===== src/rtl/hcbd_pkg.sv =====
package hcbd_pkg;

    localparam int DEF_SIZE_BITS     = 32;
    localparam int DEF_MAX_SIZE_LINE = 19;
    localparam int CAP_W             = 24;
    localparam logic [CAP_W-1:0] CAP_RESET = 24'd65536;

    localparam logic [7:0] CHAR_TAB   = 8'h09;
    localparam logic [7:0] CHAR_LF    = 8'h0A;
    localparam logic [7:0] CHAR_CR    = 8'h0D;
    localparam logic [7:0] CHAR_SPACE = 8'h20;
    localparam logic [7:0] CHAR_PLUS  = 8'h2B;
    localparam logic [7:0] CHAR_MINUS = 8'h2D;
    localparam logic [7:0] CHAR_ZERO  = 8'h30;
    localparam logic [7:0] CHAR_X_UP  = 8'h58;
    localparam logic [7:0] CHAR_X_LOW = 8'h78;

    localparam logic [1:0] STATUS_BUSY = 2'd0;
    localparam logic [1:0] STATUS_OK   = 2'd1;
    localparam logic [1:0] STATUS_ERR  = 2'd2;

    typedef enum logic [2:0] {
        PH_LINE,
        PH_PAYLOAD,
        PH_AFTER,
        PH_OK,
        PH_ERR
    } t_phase;

    typedef enum logic [2:0] {
        ST_BLANKS,
        ST_SIGNED,
        ST_ZERO,
        ST_PREFIX,
        ST_DIGITS,
        ST_STOPPED
    } t_stage;

    typedef struct packed {
        logic [7:0] body_byte;
        logic       end_of_body;
    } t_in_beat;

    // Returns {is_hex, value}.
    function automatic logic [4:0] hex_digit(input logic [7:0] c);
        logic [4:0] r;
        r = 5'd0;
        if (c >= 8'h30 && c <= 8'h39) begin
            r = {1'b1, 4'(c - 8'h30)};
        end else if (c >= 8'h61 && c <= 8'h66) begin
            r = {1'b1, 4'(c - 8'h57)};
        end else if (c >= 8'h41 && c <= 8'h46) begin
            r = {1'b1, 4'(c - 8'h37)};
        end
        return r;
    endfunction

endpackage


===== src/rtl/hcbd_in_reg.sv =====
module hcbd_in_reg import hcbd_pkg::*; (
    input  logic     i_clk,
    input  logic     i_rst_n,
    input  logic     i_valid,
    output logic     o_stall,
    input  t_in_beat i_beat,
    output logic     o_valid,
    output t_in_beat o_beat,
    input  logic     i_take
);

    logic     r_valid;
    logic     n_valid;
    t_in_beat r_beat;
    logic     accept;

    assign o_stall = r_valid && !i_take;
    assign accept  = i_valid && !o_stall;
    assign o_valid = r_valid;
    assign o_beat  = r_beat;

    always_comb begin
        if (accept) begin
            n_valid = 1'b1;
        end else if (i_take) begin
            n_valid = 1'b0;
        end else begin
            n_valid = r_valid;
        end
    end

    always_ff @(posedge i_clk) begin
        if (!i_rst_n) begin
            r_valid <= 1'b0;
        end else begin
            r_valid <= n_valid;
        end
        if (accept) begin
            r_beat <= i_beat;
        end
    end

endmodule


===== src/rtl/hcbd_char_parse.sv =====
module hcbd_char_parse import hcbd_pkg::*; #(
    parameter int SIZE_BITS     = DEF_SIZE_BITS,
    parameter int MAX_SIZE_LINE = DEF_MAX_SIZE_LINE,
    parameter int LEN_W         = $clog2(MAX_SIZE_LINE + 1)
) (
    input  logic [7:0]           i_char,
    input  logic [LEN_W-1:0]     i_len,
    input  logic [SIZE_BITS-1:0] i_acc,
    input  t_stage               i_stage,
    input  logic                 i_neg,
    output logic [LEN_W-1:0]     o_len,
    output logic [SIZE_BITS-1:0] o_acc,
    output t_stage               o_stage,
    output logic                 o_neg,
    output logic                 o_overflow
);

    logic [4:0]           hex;
    logic [SIZE_BITS-1:0] acc_step;
    logic                 blank;
    logic                 sign;
    logic                 lead;

    always_comb begin
        hex = hex_digit(i_char);
        // Saturate once another digit would shift bits out of the top.
        if (i_acc[SIZE_BITS-1 -: 4] != 4'd0) begin
            acc_step = '1;
        end else begin
            acc_step = {i_acc[SIZE_BITS-5:0], hex[3:0]};
        end
        blank = (i_char == CHAR_SPACE) || (i_char inside {[CHAR_TAB:CHAR_CR]});
        sign  = (i_char == CHAR_PLUS) || (i_char == CHAR_MINUS);
        lead  = (i_stage == ST_BLANKS);

        o_overflow = (i_len >= LEN_W'(MAX_SIZE_LINE));
        o_len      = i_len + 1'b1;
        o_acc      = i_acc;
        o_stage    = i_stage;
        o_neg      = i_neg;

        case (i_stage)
            ST_BLANKS, ST_SIGNED: begin
                if (lead && blank) begin
                    o_stage = i_stage;
                end else if (lead && sign) begin
                    o_neg   = (i_char == CHAR_MINUS);
                    o_stage = ST_SIGNED;
                end else if (i_char == CHAR_ZERO) begin
                    o_stage = ST_ZERO;
                end else if (hex[4]) begin
                    o_acc   = acc_step;
                    o_stage = ST_DIGITS;
                end else begin
                    o_stage = ST_STOPPED;
                end
            end
            ST_ZERO: begin
                if (i_char == CHAR_X_LOW || i_char == CHAR_X_UP) begin
                    o_stage = ST_PREFIX;
                end else if (hex[4]) begin
                    o_acc   = acc_step;
                    o_stage = ST_DIGITS;
                end else begin
                    o_stage = ST_STOPPED;
                end
            end
            ST_PREFIX, ST_DIGITS: begin
                if (hex[4]) begin
                    o_acc   = acc_step;
                    o_stage = ST_DIGITS;
                end else begin
                    o_stage = ST_STOPPED;
                end
            end
            default: begin
                o_stage = i_stage;
            end
        endcase
    end

endmodule


===== src/rtl/hcbd_core.sv =====
module hcbd_core import hcbd_pkg::*; #(
    parameter int SIZE_BITS     = DEF_SIZE_BITS,
    parameter int MAX_SIZE_LINE = DEF_MAX_SIZE_LINE
) (
    input  logic             i_clk,
    input  logic             i_rst_n,
    input  logic             i_beat_valid,
    input  t_in_beat         i_beat,
    output logic             o_take,
    input  logic             i_cfg_we,
    input  logic [CAP_W-1:0] i_cfg_wdata,
    output logic             o_out_valid,
    input  logic             i_out_stall,
    output logic             o_payload_valid,
    output logic [7:0]       o_payload_byte,
    output logic [1:0]       o_body_status,
    output logic [CAP_W-1:0] o_decoded_count
);

    localparam int LEN_W = $clog2(MAX_SIZE_LINE + 1);

    // Body state.
    t_phase               r_phase,  n_phase;
    logic [LEN_W-1:0]     r_len,    n_len;
    logic [SIZE_BITS-1:0] r_acc,    n_acc;
    t_stage               r_stage,  n_stage;
    logic                 r_neg,    n_neg;
    logic [SIZE_BITS-1:0] r_rem,    n_rem;
    logic [CAP_W-1:0]     r_cnt,    n_cnt;
    logic                 r_pcr,    n_pcr;
    logic [CAP_W-1:0]     r_cap;

    // Result register.
    logic             r_out_valid, n_out_valid;
    logic             r_pv,        n_pv;
    logic [7:0]       r_pb,        n_pb;
    logic [1:0]       r_status,    n_status;
    logic [CAP_W-1:0] r_count,     n_count;

    // Line state that the current byte works on.
    logic [LEN_W-1:0]     base_len;
    logic [SIZE_BITS-1:0] base_acc;
    t_stage               base_stage;
    logic                 base_neg;
    logic                 base_pcr;

    logic [LEN_W-1:0]     a_len,   b_len,   bi_len;
    logic [SIZE_BITS-1:0] a_acc,   b_acc,   bi_acc;
    t_stage               a_stage, b_stage, bi_stage;
    logic                 a_neg,   b_neg,   bi_neg;
    logic                 a_ovf,   b_ovf;
    logic                 a_en,    b_en;

    logic [7:0] byte_in;
    logic       last;
    logic       take;

    assign byte_in = i_beat.body_byte;
    assign last    = i_beat.end_of_body;
    assign take    = i_beat_valid && (!r_out_valid || !i_out_stall);
    assign o_take  = take;

    always_comb begin
        if (r_phase == PH_LINE) begin
            base_len   = r_len;
            base_acc   = r_acc;
            base_stage = r_stage;
            base_neg   = r_neg;
            base_pcr   = r_pcr;
        end else begin
            base_len   = '0;
            base_acc   = '0;
            base_stage = ST_BLANKS;
            base_neg   = 1'b0;
            base_pcr   = (r_phase == PH_AFTER) && r_pcr;
        end
        // A CR not followed by LF counts as a line character of its own.
        a_en = base_pcr && (byte_in != CHAR_LF);
        b_en = (byte_in != CHAR_CR) && !(a_en && a_ovf);
        if (a_en) begin
            bi_len   = a_len;
            bi_acc   = a_acc;
            bi_stage = a_stage;
            bi_neg   = a_neg;
        end else begin
            bi_len   = base_len;
            bi_acc   = base_acc;
            bi_stage = base_stage;
            bi_neg   = base_neg;
        end
    end

    hcbd_char_parse #(
        .SIZE_BITS     (SIZE_BITS),
        .MAX_SIZE_LINE (MAX_SIZE_LINE),
        .LEN_W         (LEN_W)
    ) u_parse_cr (
        .i_char     (CHAR_CR),
        .i_len      (base_len),
        .i_acc      (base_acc),
        .i_stage    (base_stage),
        .i_neg      (base_neg),
        .o_len      (a_len),
        .o_acc      (a_acc),
        .o_stage    (a_stage),
        .o_neg      (a_neg),
        .o_overflow (a_ovf)
    );

    hcbd_char_parse #(
        .SIZE_BITS     (SIZE_BITS),
        .MAX_SIZE_LINE (MAX_SIZE_LINE),
        .LEN_W         (LEN_W)
    ) u_parse_byte (
        .i_char     (byte_in),
        .i_len      (bi_len),
        .i_acc      (bi_acc),
        .i_stage    (bi_stage),
        .i_neg      (bi_neg),
        .o_len      (b_len),
        .o_acc      (b_acc),
        .o_stage    (b_stage),
        .o_neg      (b_neg),
        .o_overflow (b_ovf)
    );

    always_comb begin
        logic line_apply;
        line_apply = 1'b0;
        n_phase = r_phase;
        n_len   = r_len;
        n_acc   = r_acc;
        n_stage = r_stage;
        n_neg   = r_neg;
        n_rem   = r_rem;
        n_cnt   = r_cnt;
        n_pcr   = r_pcr;
        n_pv    = 1'b0;
        n_pb    = 8'd0;

        case (r_phase)
            PH_LINE: begin
                if (r_pcr && byte_in == CHAR_LF) begin
                    n_pcr = 1'b0;
                    if (r_len == '0) begin
                        n_phase = PH_ERR;
                    end else if (r_acc == '0 || r_neg) begin
                        n_phase = PH_OK;
                    end else begin
                        n_rem   = r_acc;
                        n_phase = PH_PAYLOAD;
                    end
                end else begin
                    line_apply = 1'b1;
                end
            end
            PH_PAYLOAD: begin
                if (r_cnt < r_cap) begin
                    n_pv  = 1'b1;
                    n_pb  = byte_in;
                    n_cnt = r_cnt + 1'b1;
                end
                n_rem = r_rem - 1'b1;
                if (n_rem == '0) begin
                    n_phase = PH_AFTER;
                    n_pcr   = 1'b0;
                end
            end
            PH_AFTER: begin
                if (r_pcr && byte_in == CHAR_LF) begin
                    n_phase = PH_LINE;
                    n_len   = '0;
                    n_acc   = '0;
                    n_stage = ST_BLANKS;
                    n_neg   = 1'b0;
                    n_pcr   = 1'b0;
                end else if (!r_pcr && byte_in == CHAR_CR) begin
                    n_pcr = 1'b1;
                end else begin
                    line_apply = 1'b1;
                end
            end
            default: begin
                n_phase = r_phase;
            end
        endcase

        if (line_apply) begin
            if ((a_en && a_ovf) || (b_en && b_ovf)) begin
                n_phase = PH_ERR;
            end else begin
                n_phase = PH_LINE;
                n_len   = b_en ? b_len   : bi_len;
                n_acc   = b_en ? b_acc   : bi_acc;
                n_stage = b_en ? b_stage : bi_stage;
                n_neg   = b_en ? b_neg   : bi_neg;
                n_pcr   = (byte_in == CHAR_CR);
            end
        end

        if (last && n_phase != PH_OK && n_phase != PH_ERR) begin
            case (n_phase)
                PH_LINE:    n_phase = (n_len == '0 && !n_pcr) ? PH_OK : PH_ERR;
                PH_PAYLOAD: n_phase = PH_ERR;
                default:    n_phase = n_pcr ? PH_ERR : PH_OK;
            endcase
        end

        case (n_phase)
            PH_OK:   n_status = STATUS_OK;
            PH_ERR:  n_status = STATUS_ERR;
            default: n_status = STATUS_BUSY;
        endcase
        n_count = n_cnt;

        // The beat that ends a body leaves everything ready for the next body.
        if (last) begin
            n_phase = PH_LINE;
            n_len   = '0;
            n_acc   = '0;
            n_stage = ST_BLANKS;
            n_neg   = 1'b0;
            n_rem   = '0;
            n_cnt   = '0;
            n_pcr   = 1'b0;
        end

        n_out_valid = take || (r_out_valid && i_out_stall);
    end

    always_ff @(posedge i_clk) begin
        if (!i_rst_n) begin
            r_phase     <= PH_LINE;
            r_len       <= '0;
            r_acc       <= '0;
            r_stage     <= ST_BLANKS;
            r_neg       <= 1'b0;
            r_rem       <= '0;
            r_cnt       <= '0;
            r_pcr       <= 1'b0;
            r_cap       <= CAP_RESET;
            r_out_valid <= 1'b0;
        end else begin
            if (take) begin
                r_phase <= n_phase;
                r_len   <= n_len;
                r_acc   <= n_acc;
                r_stage <= n_stage;
                r_neg   <= n_neg;
                r_rem   <= n_rem;
                r_cnt   <= n_cnt;
                r_pcr   <= n_pcr;
            end
            if (i_cfg_we) begin
                r_cap <= i_cfg_wdata;
            end
            r_out_valid <= n_out_valid;
        end
        if (take) begin
            r_pv     <= n_pv;
            r_pb     <= n_pb;
            r_status <= n_status;
            r_count  <= n_count;
        end
    end

    assign o_out_valid     = r_out_valid;
    assign o_payload_valid = r_pv;
    assign o_payload_byte  = r_pb;
    assign o_body_status   = r_status;
    assign o_decoded_count = r_count;

endmodule


===== src/rtl/http_chunked_body_decoder.sv =====
// Path: a beat is held in the input register, then its result in the result register.
// Throughput: one body byte per cycle while the output is not stalled; the input register and the result
// register let a new beat in while a finished result waits on a stalled output.
// Reset (i_rst_n low, synchronous) empties both registers, returns the framing
// state to the start of a size line and sets the output capacity to 65536.
module http_chunked_body_decoder import hcbd_pkg::*; #(
    parameter int SIZE_BITS     = DEF_SIZE_BITS,
    parameter int MAX_SIZE_LINE = DEF_MAX_SIZE_LINE
) (
    input  logic             i_clk,
    input  logic             i_rst_n,
    input  logic             i_in_valid,
    output logic             o_in_stall,
    input  logic [7:0]       i_body_byte,
    input  logic             i_end_of_body,
    output logic             o_out_valid,
    input  logic             i_out_stall,
    output logic             o_payload_valid,
    output logic [7:0]       o_payload_byte,
    output logic [1:0]       o_body_status,
    output logic [CAP_W-1:0] o_decoded_count,
    input  logic             i_cfg_we,
    input  logic [CAP_W-1:0] i_cfg_wdata
);

    t_in_beat in_beat;
    t_in_beat held_beat;
    logic     held_valid;
    logic     take;

    assign in_beat.body_byte   = i_body_byte;
    assign in_beat.end_of_body = i_end_of_body;

    hcbd_in_reg u_in_reg (
        .i_clk   (i_clk),
        .i_rst_n (i_rst_n),
        .i_valid (i_in_valid),
        .o_stall (o_in_stall),
        .i_beat  (in_beat),
        .o_valid (held_valid),
        .o_beat  (held_beat),
        .i_take  (take)
    );

    hcbd_core #(
        .SIZE_BITS     (SIZE_BITS),
        .MAX_SIZE_LINE (MAX_SIZE_LINE)
    ) u_core (
        .i_clk           (i_clk),
        .i_rst_n         (i_rst_n),
        .i_beat_valid    (held_valid),
        .i_beat          (held_beat),
        .o_take          (take),
        .i_cfg_we        (i_cfg_we),
        .i_cfg_wdata     (i_cfg_wdata),
        .o_out_valid     (o_out_valid),
        .i_out_stall     (i_out_stall),
        .o_payload_valid (o_payload_valid),
        .o_payload_byte  (o_payload_byte),
        .o_body_status   (o_body_status),
        .o_decoded_count (o_decoded_count)
    );

endmodule


===== config.mk =====
export PLATFORM = sky130hd
export DESIGN_NAME = http_chunked_body_decoder
export DESIGN_NICKNAME = d
export VERILOG_FILES = /design/src/rtl/hcbd_pkg.sv /design/src/rtl/hcbd_in_reg.sv /design/src/rtl/hcbd_char_parse.sv /design/src/rtl/hcbd_core.sv /design/src/rtl/http_chunked_body_decoder.sv
export SDC_FILE = /design/constraint.sdc
export NUM_CORES = 1
export LEC_CHECK = 0
export BUFFER_PORTS_ARGS = -buffer_cell sky130_fd_sc_hd__buf_2
export CORE_UTILIZATION = 34
export CTS_CLUSTER_SIZE = 40
export DETAILED_ROUTE_END_ITERATION = 8
export PLACE_DENSITY = 0.61
export SYNTH_ARGS = -nofsm -noshare
export SYNTH_HDL_FRONTEND = slang
export SYNTH_SLANG_ARGS = --single-unit

===== constraint.sdc =====
create_clock -name i_clk -period 5.89 [get_ports i_clk]
set_input_delay 1.178 -clock i_clk [delete_from_list [all_inputs] [get_ports i_clk]]
set_output_delay 1.178 -clock i_clk [all_outputs]
set_load 0.02 [all_outputs]

==> results.md, run 1 <==
* result of the run: finished clean
* count of buffering cells on the critical path with inverters included: 1
* fraction of registers with async set or reset after synthesis: 0
* final RePlAce weighted congestion: 0.9149
* largest cells by area after synthesis: sky130_fd_sc_hd__dfxtp_1 (25%), sky130_fd_sc_hd__edfxtp_1 (13%), sky130_fd_sc_hd__nand2_1 (5.1%), sky130_fd_sc_hd__nor2_1 (5.0%), sky130_fd_sc_hd__a21oi_1 (4.5%)
* fraction of the core area covered by cells at the end of the flow: 0.3867
* detailed-placement wirelength estimate: 20090 um
* cell internal power dissipation: 1.954 mW
* area share of the leading cell type in the synthesized netlist: 0.2461
* transition time at the pin with the least slew margin: 1.230 ns
* source-to-sink clock delay at the later pin of the worst-skew pair: 0.44 ns
* setup repair after global routing missed its margin: false
* via count: 9587
* ratio of routed vias to standard cells: 5.663
* power density relative to cell area: 225.1 mW/mm2
* Detailed Routing Iterations Pass 1: 6
* number of antenna violations at the first check in global routing: 1
* category of the critical setup timing path: flop to flop
* detailed-route wire length: 29150 um
* count of clock tree sinks: 171
* max-cap violations: 0
* cell-by-cell listing of the critical path: or4_1 -> o21ai_1 -> xor2_1 -> nand2_1 -> inv_1 -> ha_1 -> a221o_1 -> nor4_2 -> or2_4 -> nand2_2 -> nor3_2 -> o21ai_0 -> a21oi_1
* layout overhead on the synthesized area: 11.52%
* Die X-Extent: 176.3 um
* summed instance area of the synthesized netlist: 0.01033 mm2
* Port Buffer Count: 74
* Fill cells: 3073
* post-CTS setup repair buffer count: 0
* y dimension of the die: 176.3 um
* Final Slew Violations: 0
* Worst Setup Start Kind: flop
* mean instance size in the synthesized netlist: 8.154 um2
* flops & latches, synth: 171
* worst-case clock skew: 0.01442 ns
* final period demand of the worst path: 4.442 ns
* worst relative slew slack: 0.1802
* Max Buffers Root-to-Sink: 2
* peak per-stage delay on the critical path: 0.88 ns
* worst endpoint data arrival time: 4.80 ns
* cell leakage power: 4.424 nW
* cell with the largest stage delay on the worst path: sky130_fd_sc_hd__nor3_2
* net switching power: 0.6396 mW
* average routed wire per standard cell: 17.22 um
* final-stage net count: 1361
* root cell of the clock tree: sky130_fd_sc_hd__clkbuf_16
* Syn Inst Count: 1267
* Die ar.: 0.03109 mm2
* Post-Syn Nets: 1338
* CTS tree: built
* Clock Power Share: 0.442
* number of gates resized after CTS: 0
* cts bufs inserted: 17
* cell type group with the largest total delay on the critical path: simple AND/OR/NAND/NOR gates
* critical path peak fanout: 22
* sequential share of the synthesized area: 0.3740
* number of buffers inserted by hold repair at cts: 0
* IR drop worst, VDD: 0.1870 mV
* Final Cycle Share: 0.7542
* placeable core region: 0.02980 mm2
* timing-limited maximum frequency: 0.2251 GHz
* remaining design rule violation count: 0
* initial cell density of the core: 0.3467
* portion of total power attributed to combinational logic: 0.074
* Top Ports: 75
* library cell occupying the most area in the post-synthesis netlist: sky130_fd_sc_hd__dfxtp_1
* count of endpoints failing setup in the final report: 0
* Worst Setup End Kind: flop
* dominant synthesized flop cell: sky130_fd_sc_hd__dfxtp_1
* depth of the CTS H-tree: 4
* drt initial violations: 847
* vias in the first global route: 8788
* required arrival time at the worst endpoint: 6.24 ns
* number of antenna-violating nets in the routed design: 0
* number of distinct standard cells referenced by the synthesized netlist: 88
* GR Util All Layers: 0.1892
* global-route wire length before repair: 47270 um
* sw frac: 0.2466
* worst min path class: flop to flop
* number of cell rows: 63
* accumulated negative setup slack: 0 ns
* number of warnings reported in the yosys synthesis log: 0
* count of flip-flops with a built-in enable after synthesis: 44
* final-report hold violation count: 0
* fraction of final layout cells with drive strength greater than 1: 0.1105
* Clk pin slew, worst setup/hold paths: 0.06 ns
* Antenna diodes: 0
* largest net degree at the start of global routing: 71
* part of the total power dissipated in sequential elements: 0.484
* GR Overflow Total: 0
layout by cell type, fill, tap and decap left out, types with 16 or more instances in the layout:
cell	count
sky130_fd_sc_hd__nand4_1	22
sky130_fd_sc_hd__clkbuf_16	19
sky130_fd_sc_hd__buf_2	74
sky130_fd_sc_hd__nor3_1	32
sky130_fd_sc_hd__nand3_1	31
sky130_fd_sc_hd__xnor2_1	32
sky130_fd_sc_hd__o31ai_1	17
sky130_fd_sc_hd__a21o_1	26
sky130_fd_sc_hd__a22oi_1	16
sky130_fd_sc_hd__o21ai_0	72
sky130_fd_sc_hd__nor2_1	138
sky130_fd_sc_hd__edfxtp_1	44
sky130_fd_sc_hd__nand2_1	140
sky130_fd_sc_hd__inv_1	54
sky130_fd_sc_hd__and2_1	18
sky130_fd_sc_hd__or3_1	26
sky130_fd_sc_hd__nor4_1	16
sky130_fd_sc_hd__mux2i_1	28
sky130_fd_sc_hd__a21oi_1	93
sky130_fd_sc_hd__dfxtp_1	127
sky130_fd_sc_hd__ha_1	33
sky130_fd_sc_hd__a31oi_1	20
flip-flops by register name (all words and copies together) (netlist names):
name,cells
u_core.o_body_status,2
u_core.o_decoded_count,24
u_core.o_out_valid,1
u_core.o_payload_byte,8
u_core.o_payload_valid,1
u_core.r_acc,32
u_core.r_cap,24
u_core.r_cnt,24
u_core.r_len,5
u_core.r_neg,1
u_core.r_pcr,1
u_core.r_phase,3
u_core.r_rem,32
u_core.r_stage,3
u_in_reg.o_beat,9
u_in_reg.o_valid,1
cell families (layout without fill, tap and decap cells):
group / Yosys count / in the layout / synth area share
xor+xnor: 46 / 46 / 0.03900
simple gates: 505 / 505 / 0.2432
mux: 31 / 31 / 0.03040
fa+ha+maj: 35 / 35 / 0.04190
buf+inv: 137 / 173 / 0.05401
flops: 171 / 171 / 0.3740
compound gates: 342 / 342 / 0.2175
metal layers:
layer,share of wire,GRT usage
met3,0.054,0.03144
met1,0.48,0.2634
met2,0.45,0.2989
met4,0.017,0.05543
met5,0.00034,0
worst paths after layout:
| check | depth (start not counted) | slack (ns) | endpoint | startpoint |
|---|---|---|---|---|
| worst max-delay path | 13 | 1.45 | u_core.r_acc[9]$_SDFFE_PN0P_ | u_in_reg.o_beat[5]$_DFFE_PP_ |
| worst min-delay path | 2 | 0.47 | u_core.r_acc[30]$_SDFFE_PN0P_ | u_core.r_acc[30]$_SDFFE_PN0P_ |
| worst max register to register | 13 | 1.45 | u_core.r_acc[9]$_SDFFE_PN0P_ | u_in_reg.o_beat[5]$_DFFE_PP_ |
| worst min register to register | 2 | 0.47 | u_core.r_acc[30]$_SDFFE_PN0P_ | u_core.r_acc[30]$_SDFFE_PN0P_ |
worst reg2reg max path, cell delays in order, from the launching register on:
cell and delay [ns]:
sky130_fd_sc_hd__edfxtp_1 0.52, sky130_fd_sc_hd__or4_1 0.69, sky130_fd_sc_hd__o21ai_1 0.44, sky130_fd_sc_hd__xor2_1 0.12, sky130_fd_sc_hd__nand2_1 0.12, sky130_fd_sc_hd__inv_1 0.05, sky130_fd_sc_hd__ha_1 0.20, sky130_fd_sc_hd__a221o_1 0.28
sky130_fd_sc_hd__nor4_2 0.21, sky130_fd_sc_hd__or2_4 0.28, sky130_fd_sc_hd__nand2_2 0.14, sky130_fd_sc_hd__nor3_2 0.88, sky130_fd_sc_hd__o21ai_0 0.25, sky130_fd_sc_hd__a21oi_1 0.20
through the flow:
stage | hold slack, ns | power, mW | instances | setup WS (ns) | cell area, um2
3_3_place_gp | 0.4578 | 1.470 | 1661 | 1.607 | 10930
2_1_floorplan | 0.4387 | 1.408 | 1267 | 2.330 | 10330
4_1_cts | 0.4690 | 2.618 | 1693 | 1.501 | 11520
5_1_grt | 0.5023 | 2.686 | 1693 | 1.072 | 11520
3_5_place_dp | 0.4601 | 1.473 | 1661 | 1.509 | 10930
6_report | 0.4704 | 2.594 | 1693 | 1.448 | 11520
Yosys cell counts (all sizes together) (6+ instances only):
| master | n |
|---|---|
| a211oi | 6 |
| a21oi | 93 |
| ha | 33 |
| o31ai | 18 |
| a22oi | 16 |
| or2 | 6 |
| nor4 | 21 |
| o211ai | 12 |
| xor2 | 14 |
| nor3 | 35 |
| nor2 | 138 |
| a21o | 26 |
| and2 | 21 |
| nand2 | 141 |
| dfxtp | 127 |
| a2111oi | 10 |
| o21ai | 75 |
| inv | 55 |
| xnor2 | 32 |
| clkbuf | 64 |
| nor2b | 7 |
| and3 | 15 |
| or4 | 9 |
| nand4 | 22 |
| or3 | 26 |
| edfxtp | 44 |
| buf | 17 |
| o2111ai | 11 |
| a31oi | 20 |
| nand3 | 31 |
| nand3b | 6 |
| nand2b | 6 |
| mux2i | 28 |
area by class of cell:
class / instances / area [um2] / share of cell area
sequential: 171 / 3864 / 0.3354
tap: 390 / 488.0 / 0.04235
timing repair buffer: 85 / 452.9 / 0.03931
multi-input combinational: 959 / 5914 / 0.5134
clock buffer: 23 / 510.5 / 0.04431
inverter: 56 / 210.2 / 0.01825
clock inverter: 9 / 81.33 / 0.007059
power groups by stage:
stage	logic (mW)	clock network, mW	registers [mW]
3_5_place_dp	0.193	0	1.28
5_1_grt	0.212	1.22	1.26
4_1_cts	0.194	1.17	1.25
2_1_floorplan	0.123	0	1.29
3_3_place_gp	0.190	0	1.28
6_report	0.193	1.15	1.25
Note: power is estimated with default switching activity, not from simulation.
==> run 2: changes to the inputs <==
--- a/config.mk
+++ b/config.mk
@@ -9,7 +9,7 @@
 export CORE_UTILIZATION = 34
 export CTS_CLUSTER_SIZE = 40
 export DETAILED_ROUTE_END_ITERATION = 8
-export PLACE_DENSITY = 0.61
+export PLACE_DENSITY = 0.63
 export SYNTH_ARGS = -nofsm -noshare
 export SYNTH_HDL_FRONTEND = slang
 export SYNTH_SLANG_ARGS = --single-unit
==> constraint.sdc (replaced) <==
create_clock -name i_clk -period 4 [get_ports i_clk]
set_input_delay 0.8 -clock i_clk [delete_from_list [all_inputs] [get_ports i_clk]]
set_output_delay 0.8 -clock i_clk [all_outputs]
set_load 0.02 [all_outputs]
==> run 2 against run 1 <==
Effect of this change:
- combinational power increased by 54%
- first-iteration DRC count shrank 9.8%
- largest cell class unchanged
- register-to-register slack worse by 1.2 ns
- power up 43%
- highest routed layer is now met4
==> results.md, run 2 (synthesis results as in run 1) <==
* result of the run: finished clean
* Top Ports: 75
* Final Instance Area: 0.01167 mm2
* cell type group with the largest total delay on the critical path: simple AND/OR/NAND/NOR gates
* number of antenna violations at the first check in global routing: 1
* smallest setup slack after layout: 0.2527 ns
* max-cap violations: 0
* Clk pin slew, worst setup/hold paths: 0.06 ns
* fraction of final layout cells with drive strength greater than 1: 0.1256
* initial cell density of the core: 0.3467
* Detailed Routing Iterations Pass 1: 5
* Port Buffer Count: 74
* worst relative slew slack: 0.3661
* count of clock tree sinks: 171
* critical path depth in cells: 11
* transition time at the pin with the least slew margin: 0.9473 ns
* number of cells traversed by the worst register-to-register path: 11
* post-CTS setup repair buffer count: 0
* count of endpoints failing setup in the final report: 0
* CTS tree: built
* placeable core region: 0.02980 mm2
* Final Cycle Share: 0.9368
* average routed wire per standard cell: 17.24 um
* Worst Setup End Kind: flop
* ratio of routed vias to standard cells: 5.645
* setup slack of the most critical reg-to-reg path: 0.25 ns
* number of cell rows: 63
* number of buffers inserted by hold repair at cts: 0
* most frequent cells in the layout: sky130_fd_sc_hd__nand2_1 (140), sky130_fd_sc_hd__nor2_1 (138), sky130_fd_sc_hd__dfxtp_1 (127)
* worst min path class: flop to flop
* worst-case clock skew: 0.009564 ns
* drt initial violations: 764
* source-to-sink clock delay at the later pin of the worst-skew pair: 0.44 ns
* critical path capture point: u_core.o_body_status[1]$_DFFE_PP_
* Die ar.: 0.03109 mm2
* timing-limited maximum frequency: 0.2669 GHz
* placed instance area: 0.01113 mm2
* detailed-placement wirelength estimate: 20960 um
* power density relative to cell area: 318.0 mW/mm2
* worst setup timing slack at the placement stage: 0.3305 ns
* cell with the largest stage delay on the worst path: sky130_fd_sc_hd__or4b_4
* number of antenna-violating nets in the routed design: 0
* IR drop worst, VDD: 0.3504 mV
* biggest registers after layout: u_core.r_acc x32, u_core.r_rem x32
* peak per-stage delay on the critical path: 0.56 ns
* metal1 wirelength: 14000 um
* category of the critical setup timing path: flop to flop
* setup repair after global routing missed its margin: false
* Die X-Extent: 176.3 um
* required arrival time at the worst endpoint: 4.19 ns
* layout overhead on the synthesized area: 12.97%
* Max Buffers Root-to-Sink: 2
* Antenna diodes: 0
* number of gates resized after CTS: 0
* root cell of the clock tree: sky130_fd_sc_hd__clkbuf_16
* GR Util All Layers: 0.1921
* remaining design rule violation count: 0
* Final Slew Violations: 0
* accumulated negative setup slack: 0 ns
* top metal layer carrying routed signals: met4
* R2R Path Start: u_core.r_rem[1]$_SDFFE_PN0P_
* Worst Setup Start Kind: flop
* cts bufs inserted: 17
* cell-by-cell listing of the critical path: inv_1 -> ha_1 -> or4b_4 -> or3_1 -> o41ai_2 -> nand3_1 -> nor4_2 -> nand4_1 -> and4_4 -> a31o_1 -> a211o_1
* wire length on met2: 13230 um
* final RePlAce weighted congestion: 0.9141
* most common cell after layout, fill and taps aside: sky130_fd_sc_hd__nand2_1
* final period demand of the worst path: 3.747 ns
* critical path peak fanout: 11
* y dimension of the die: 176.3 um
* depth of the CTS H-tree: 4
* vias in the first global route: 8983
* detailed-route wire length: 29650 um
* overall power of the completed layout: 3.711 mW
* launch point of the worst path: u_core.r_rem[1]$_SDFFE_PN0P_
* final-report hold violation count: 0
* Crit Reg-Reg Endpoint: u_core.o_body_status[1]$_DFFE_PP_
* cell leakage power: 4.531 nW
* final-stage net count: 1388
* largest net degree at the start of global routing: 73
* amount of wire on met3 after detailed routing: 1791 um
* GR Overflow Total: 0
* global-route wire length before repair: 47700 um
* count of buffering cells on the critical path with inverters included: 1
* via count: 9710
* worst endpoint data arrival time: 3.94 ns
[run 2: changes by cell type in the layout (fill, tap and decap cells not counted), moves of 2 or more]
cell                        before  now
sky130_fd_sc_hd__clkbuf_1        2    5
sky130_fd_sc_hd__inv_4           4    0
sky130_fd_sc_hd__clkbuf_16      19   17
sky130_fd_sc_hd__clkinv_2        2    5
sky130_fd_sc_hd__buf_4          11   38
[run 2: power breakdown]
part	total, mW	switching [mW]	internal, mW
Clock	1.57	0.686	0.884
Combinational	0.298	0.192	0.106
Sequential	1.84	0.0292	1.81
[run 2: final cells by class]
cell class,instances,area [um2]
Clock buffer,24,471.7
Clock inverter,8,67.56
Fill cell,3094,18120
Inverter,56,210.2
Multi-Input combinational cell,959,5914
Sequential cell,171,3864
Tap cell,390,488.0
Timing Repair Buffer,112,655.6
[run 2: worst min path at each step]
stage	slack, ns	startpoint	end	cells after the start
after floorplan	0.44	u_core.r_cnt[10]$_SDFFE_PN0P_	u_core.r_cnt[10]$_SDFFE_PN0P_	1
after global placement	0.45	u_core.r_acc[28]$_SDFFE_PN0P_	u_core.r_acc[28]$_SDFFE_PN0P_	2
after detailed placement	0.47	u_core.r_acc[28]$_SDFFE_PN0P_	u_core.r_acc[28]$_SDFFE_PN0P_	2
after CTS	0.47	u_core.r_acc[28]$_SDFFE_PN0P_	u_core.r_acc[28]$_SDFFE_PN0P_	2
after global routing	0.51	u_core.r_acc[29]$_SDFFE_PN0P_	u_core.r_acc[29]$_SDFFE_PN0P_	2
final	0.48	u_core.r_acc[28]$_SDFFE_PN0P_	u_core.r_acc[28]$_SDFFE_PN0P_	2
[run 2: stage by stage]
| step | utilization | std cells | hold WS (ns) |
|---|---|---|---|
| after global placement | 0.3736 | 1688 | 0.4532 |
| final | 0.3917 | 1720 | 0.4767 |
| after CTS | 0.3917 | 1720 | 0.4746 |
| after floorplan | - | 1267 | 0.4387 |
| after global routing | 0.3917 | 1720 | 0.5104 |
| after detailed placement | 0.3736 | 1688 | 0.4654 |
[run 2: worst register-to-register path, delay by kind of cell, from the launching register on]
kind	cells	cell delay (ns)
adder cells (fa/ha/maj)	1	0.35
buffers and inverters	1	0.11
flip-flops	1	0.36
AND/OR/NAND/NOR	6	1.93
AO/OA/AOI/OAI	3	0.76
[run 2: layer usage]
layer  global-route usage  vias to the layer above
met2               0.3005                      329
li1                     -                     4721
met1               0.2657                     4612
met5                    0                        -
met4              0.06558                        0
met3              0.03295                       48
==> run 3: changes to the inputs <==
--- a/config.mk
+++ b/config.mk
@@ -9,7 +9,8 @@
 export CORE_UTILIZATION = 34
 export CTS_CLUSTER_SIZE = 40
 export DETAILED_ROUTE_END_ITERATION = 8
-export PLACE_DENSITY = 0.63
+export PLACE_DENSITY = 0.62
 export SYNTH_ARGS = -nofsm -noshare
 export SYNTH_HDL_FRONTEND = slang
+export SYNTH_HIERARCHICAL = 1
 export SYNTH_SLANG_ARGS = --single-unit
==> run 3 against run 2 <==
Effect of this change:
- the run now ends with max-slew violations left
- synthesized cell count rose by 28%
- via count rose by 27%
- wire length rose by 28%
- core utilization rose by 0.15 points
- hold slack improved by 0.017 ns
- sequential cell count did not move
- global-route usage rose by 0.57 points
- non-clock buffer count rose by 24
- combinational power rose by 30%
- critical endpoint is now u_core/o_body_status[1]$_DFFE_PP_
==> results.md, run 3 <==
* summed instance area of the synthesized netlist: 0.01276 mm2
* placed insts: 2137
* peak per-stage delay on the critical path: 0.36 ns
* worst min path class: flop to flop
* placed instance area: 0.01380 mm2
* largest net degree at the start of global routing: 61
* required arrival time at the worst endpoint: 4.20 ns
* CTS tree: built
* area share of the leading cell type in the synthesized netlist: 0.1992
* post-layout instance count excluding filler cells: 2170
* worst setup timing slack at the placement stage: 0.01324 ns
* final-stage net count: 1763
* category of the critical setup timing path: flop to flop
* Fill cells: 3745
* sink of the worst hold path: u_core/r_cap[16]$_SDFFE_PN1P_
* Final Slew Violations: 32
* remaining design rule violation count: 0
* library cell appearing most often on the critical path: sky130_fd_sc_hd__a32o_1
* setup repair after global routing missed its margin: false
* Final Cycle Share: 0.9541
* setup slack of the most critical reg-to-reg path: 0.18 ns
* vias in the first global route: 11390
* number of distinct standard cells referenced by the synthesized netlist: 88
* Max Buffers Root-to-Sink: 2
* library cell occupying the most area in the post-synthesis netlist: sky130_fd_sc_hd__dfxtp_1
* Final Instance Area: 0.01447 mm2
* number of warnings reported in the yosys synthesis log: 6
* drt initial violations: 1325
* cell with the largest stage delay on the worst path: sky130_fd_sc_hd__dfxtp_2
* count of flip-flops with a built-in enable after synthesis: 44
* worst endpoint data arrival time: 4.02 ns
* IR drop worst, VDD: 0.2013 mV
* Die ar.: 0.03831 mm2
* y dimension of the die: 195.7 um
* Detailed Routing Iterations Pass 1: 6
* number of antenna-violating nets in the routed design: 0
* worst relative slew slack: -0.3160
* layout overhead on the synthesized area: 13.34%
* dominant synthesized flop cell: sky130_fd_sc_hd__dfxtp_1
* largest cells by area after synthesis: sky130_fd_sc_hd__dfxtp_1 (20%), sky130_fd_sc_hd__edfxtp_1 (10%), sky130_fd_sc_hd__nand2_1 (6.7%), sky130_fd_sc_hd__nor2_1 (5.4%), sky130_fd_sc_hd__mux2i_1 (5.0%)
* mean instance size in the synthesized netlist: 7.849 um2
* Syn Inst Count: 1626
* fraction of final layout cells with drive strength greater than 1: 0.1404
* Crit Reg-Reg Endpoint: u_core/o_body_status[1]$_DFFE_PP_
* placeable core region: 0.03679 mm2
* GR Util All Layers: 0.1978
* detailed-route wire length: 37960 um
* global-route wire length before repair: 61460 um
* smallest setup slack after layout: 0.1835 ns
* sequential share of the synthesized area: 0.3027
* Hold Path Depth: 2
* fraction of the core area covered by cells at the end of the flow: 0.3932
* most frequent cell after synthesis: sky130_fd_sc_hd__nand2_1
* fraction of registers with async set or reset after synthesis: 0
* number of cells traversed by the worst register-to-register path: 15
* GR Overflow Total: 0
* ratio of routed vias to standard cells: 5.700
* worst-case clock skew: 0.008511 ns
* flops & latches, synth: 171
* final RePlAce weighted congestion: 0.9012
* initial cell density of the core: 0.3469
* source-to-sink clock delay at the later pin of the worst-skew pair: 0.45 ns
* failing checks: max-slew violations
* Port Buffer Count: 74
* depth of the CTS H-tree: 4
* most frequent cells in the layout: sky130_fd_sc_hd__nand2_1 (229), sky130_fd_sc_hd__nor2_1 (182), sky130_fd_sc_hd__dfxtp_1 (126)
* detailed-placement wirelength estimate: 25480 um
* result of the run: finished, violations left
* worst slack on hold paths: 0.4941 ns
* overall power of the completed layout: 3.970 mW
* timing-limited maximum frequency: 0.2620 GHz
* top post-synthesis cells by count: sky130_fd_sc_hd__nand2_1 (229), sky130_fd_sc_hd__nor2_1 (183), sky130_fd_sc_hd__dfxtp_1 (127)
* Worst Setup End Kind: flop
* R2R Path Start: u_core/r_phase[0]$_SDFFE_PN0P_
* number of antenna violations at the first check in global routing: 0
* max-cap violations: 0
* average routed wire per standard cell: 17.49 um
* via count: 12370
* root cell of the clock tree: sky130_fd_sc_hd__clkbuf_16
* final period demand of the worst path: 3.816 ns
* count of clock tree sinks: 171
* Worst Setup Start Kind: flop
* transition time at the pin with the least slew margin: 1.974 ns
* Top Ports: 75
* cts bufs inserted: 17
* accumulated negative setup slack: 0 ns
* Clk pin slew, worst setup/hold paths: 0.07 ns
* count of endpoints failing setup in the final report: 0
* biggest registers after layout: u_core/r_acc x32, u_core/r_rem x32
* cell-by-cell listing of the critical path: nor2_4 -> buf_4 -> and3_1 -> ha_1 -> a22o_1 -> ha_2 -> a2111oi_2 -> nor2b_1 -> a32o_1 -> o32a_1 -> a32o_1 -> nor3_2 -> nand4b_1 -> a22oi_1 -> o22ai_1
* most common cell after layout, fill and taps aside: sky130_fd_sc_hd__nand2_1
* cell leakage power: 5.903 nW
* final-report hold violation count: 0
* Worst Min Path Start: u_core/r_cap[16]$_SDFFE_PN1P_
* Antenna diodes: 0
* power density relative to cell area: 274.5 mW/mm2
* number of buffers inserted by hold repair at cts: 0
* number of cell rows: 70
* critical path peak fanout: 9
* Die X-Extent: 195.7 um
-- run 3: cell count changes in the layout (fill, tap and decap cells not counted), sizes merged, moves of 34 or more --
cell   before  now
conb        0   35
a22o        3   42
and3       15   49
nor2      138  183
mux2i      28   64
inv        56   94
a21oi      93   52
nand2     141  229
-- run 3: repair_timing --
| item | CTS | global route |
|---|---|---|
| endpoints found under the setup margin | 1 | 33 |
| gates cloned | 0 | 0 |
| pin swaps | 0 | 3 |
| setup buffers | 0 | 1 |
| gates resized for setup | 1 | 13 |
-- run 3: power by group --
part | internal (mW) | switching (mW) | total (mW)
Combinational | 0.134 | 0.254 | 0.388
Sequential | 1.82 | 0.0214 | 1.84
Clock | 0.985 | 0.761 | 1.75
Total | 2.93 | 1.04 | 3.97
-- run 3: layer usage --
layer / track usage / up-vias / wire length (um)
met5: 0 / - / 0
met4: 0.07292 / 0 / 1049
met3: 0.03404 / 72 / 2341
met2: 0.3177 / 434 / 17260
met1: 0.2652 / 5879 / 17310
li1: - / 5983 / -
-- run 3: critical path: cells and delay by family, from the launching register on --
kind	cells	cell delay, ns
AO/OA/AOI/OAI	7	1.69
AND/OR/NAND/NOR	5	0.86
adder cells (fa/ha/maj)	2	0.46
flip-flops	1	0.36
buffers and inverters	1	0.18
-- run 3: logic make-up after synthesis --
group / Yosys count / share of synthesized area
buffers and inverters: 219 / 0.07441
DFF: 171 / 0.3027
adders and majority gates: 36 / 0.03529
AOI/OAI and AO/OA: 358 / 0.2050
and+or+nand+nor: 707 / 0.2719
other: 2 / 0.0005885
xor gates and xnor gates: 41 / 0.02814
muxes: 92 / 0.08196
-- run 3: how the worst max path moves through the flow --
stage | endpoint | cells past startpoint | from | slack, ns
2_1_floorplan | u_core/r_acc[21]$_SDFFE_PN0P_ | 20 | u_core/r_phase[2]$_SDFFE_PN0P_ | 0.02
6_report | u_core/o_body_status[1]$_DFFE_PP_ | 15 | u_core/r_phase[0]$_SDFFE_PN0P_ | 0.18
5_1_grt | u_core/o_body_status[0]$_DFFE_PP_ | 15 | u_core/r_phase[0]$_SDFFE_PN0P_ | 0.004
4_1_cts | u_core/o_body_status[1]$_DFFE_PP_ | 15 | u_core/r_phase[0]$_SDFFE_PN0P_ | 0.02
3_5_place_dp | u_core/o_body_status[1]$_DFFE_PP_ | 15 | u_core/r_phase[0]$_SDFFE_PN0P_ | 0.01
3_3_place_gp | u_core/o_body_status[1]$_DFFE_PP_ | 14 | u_in_reg/o_beat[6]$_DFFE_PP_ | 0.22
-- run 3: cell type report --
type | count | area (um2) | area share
clock buffers | 18 | 429.2 | 0.02967
clock inverters | 14 | 170.2 | 0.01176
inverters | 94 | 354.1 | 0.02448
multi-input cells | 1269 | 8193 | 0.5664
flip-flops and latches | 171 | 3865 | 0.2672
well taps | 468 | 585.6 | 0.04048
repair buffers | 136 | 868.3 | 0.06003
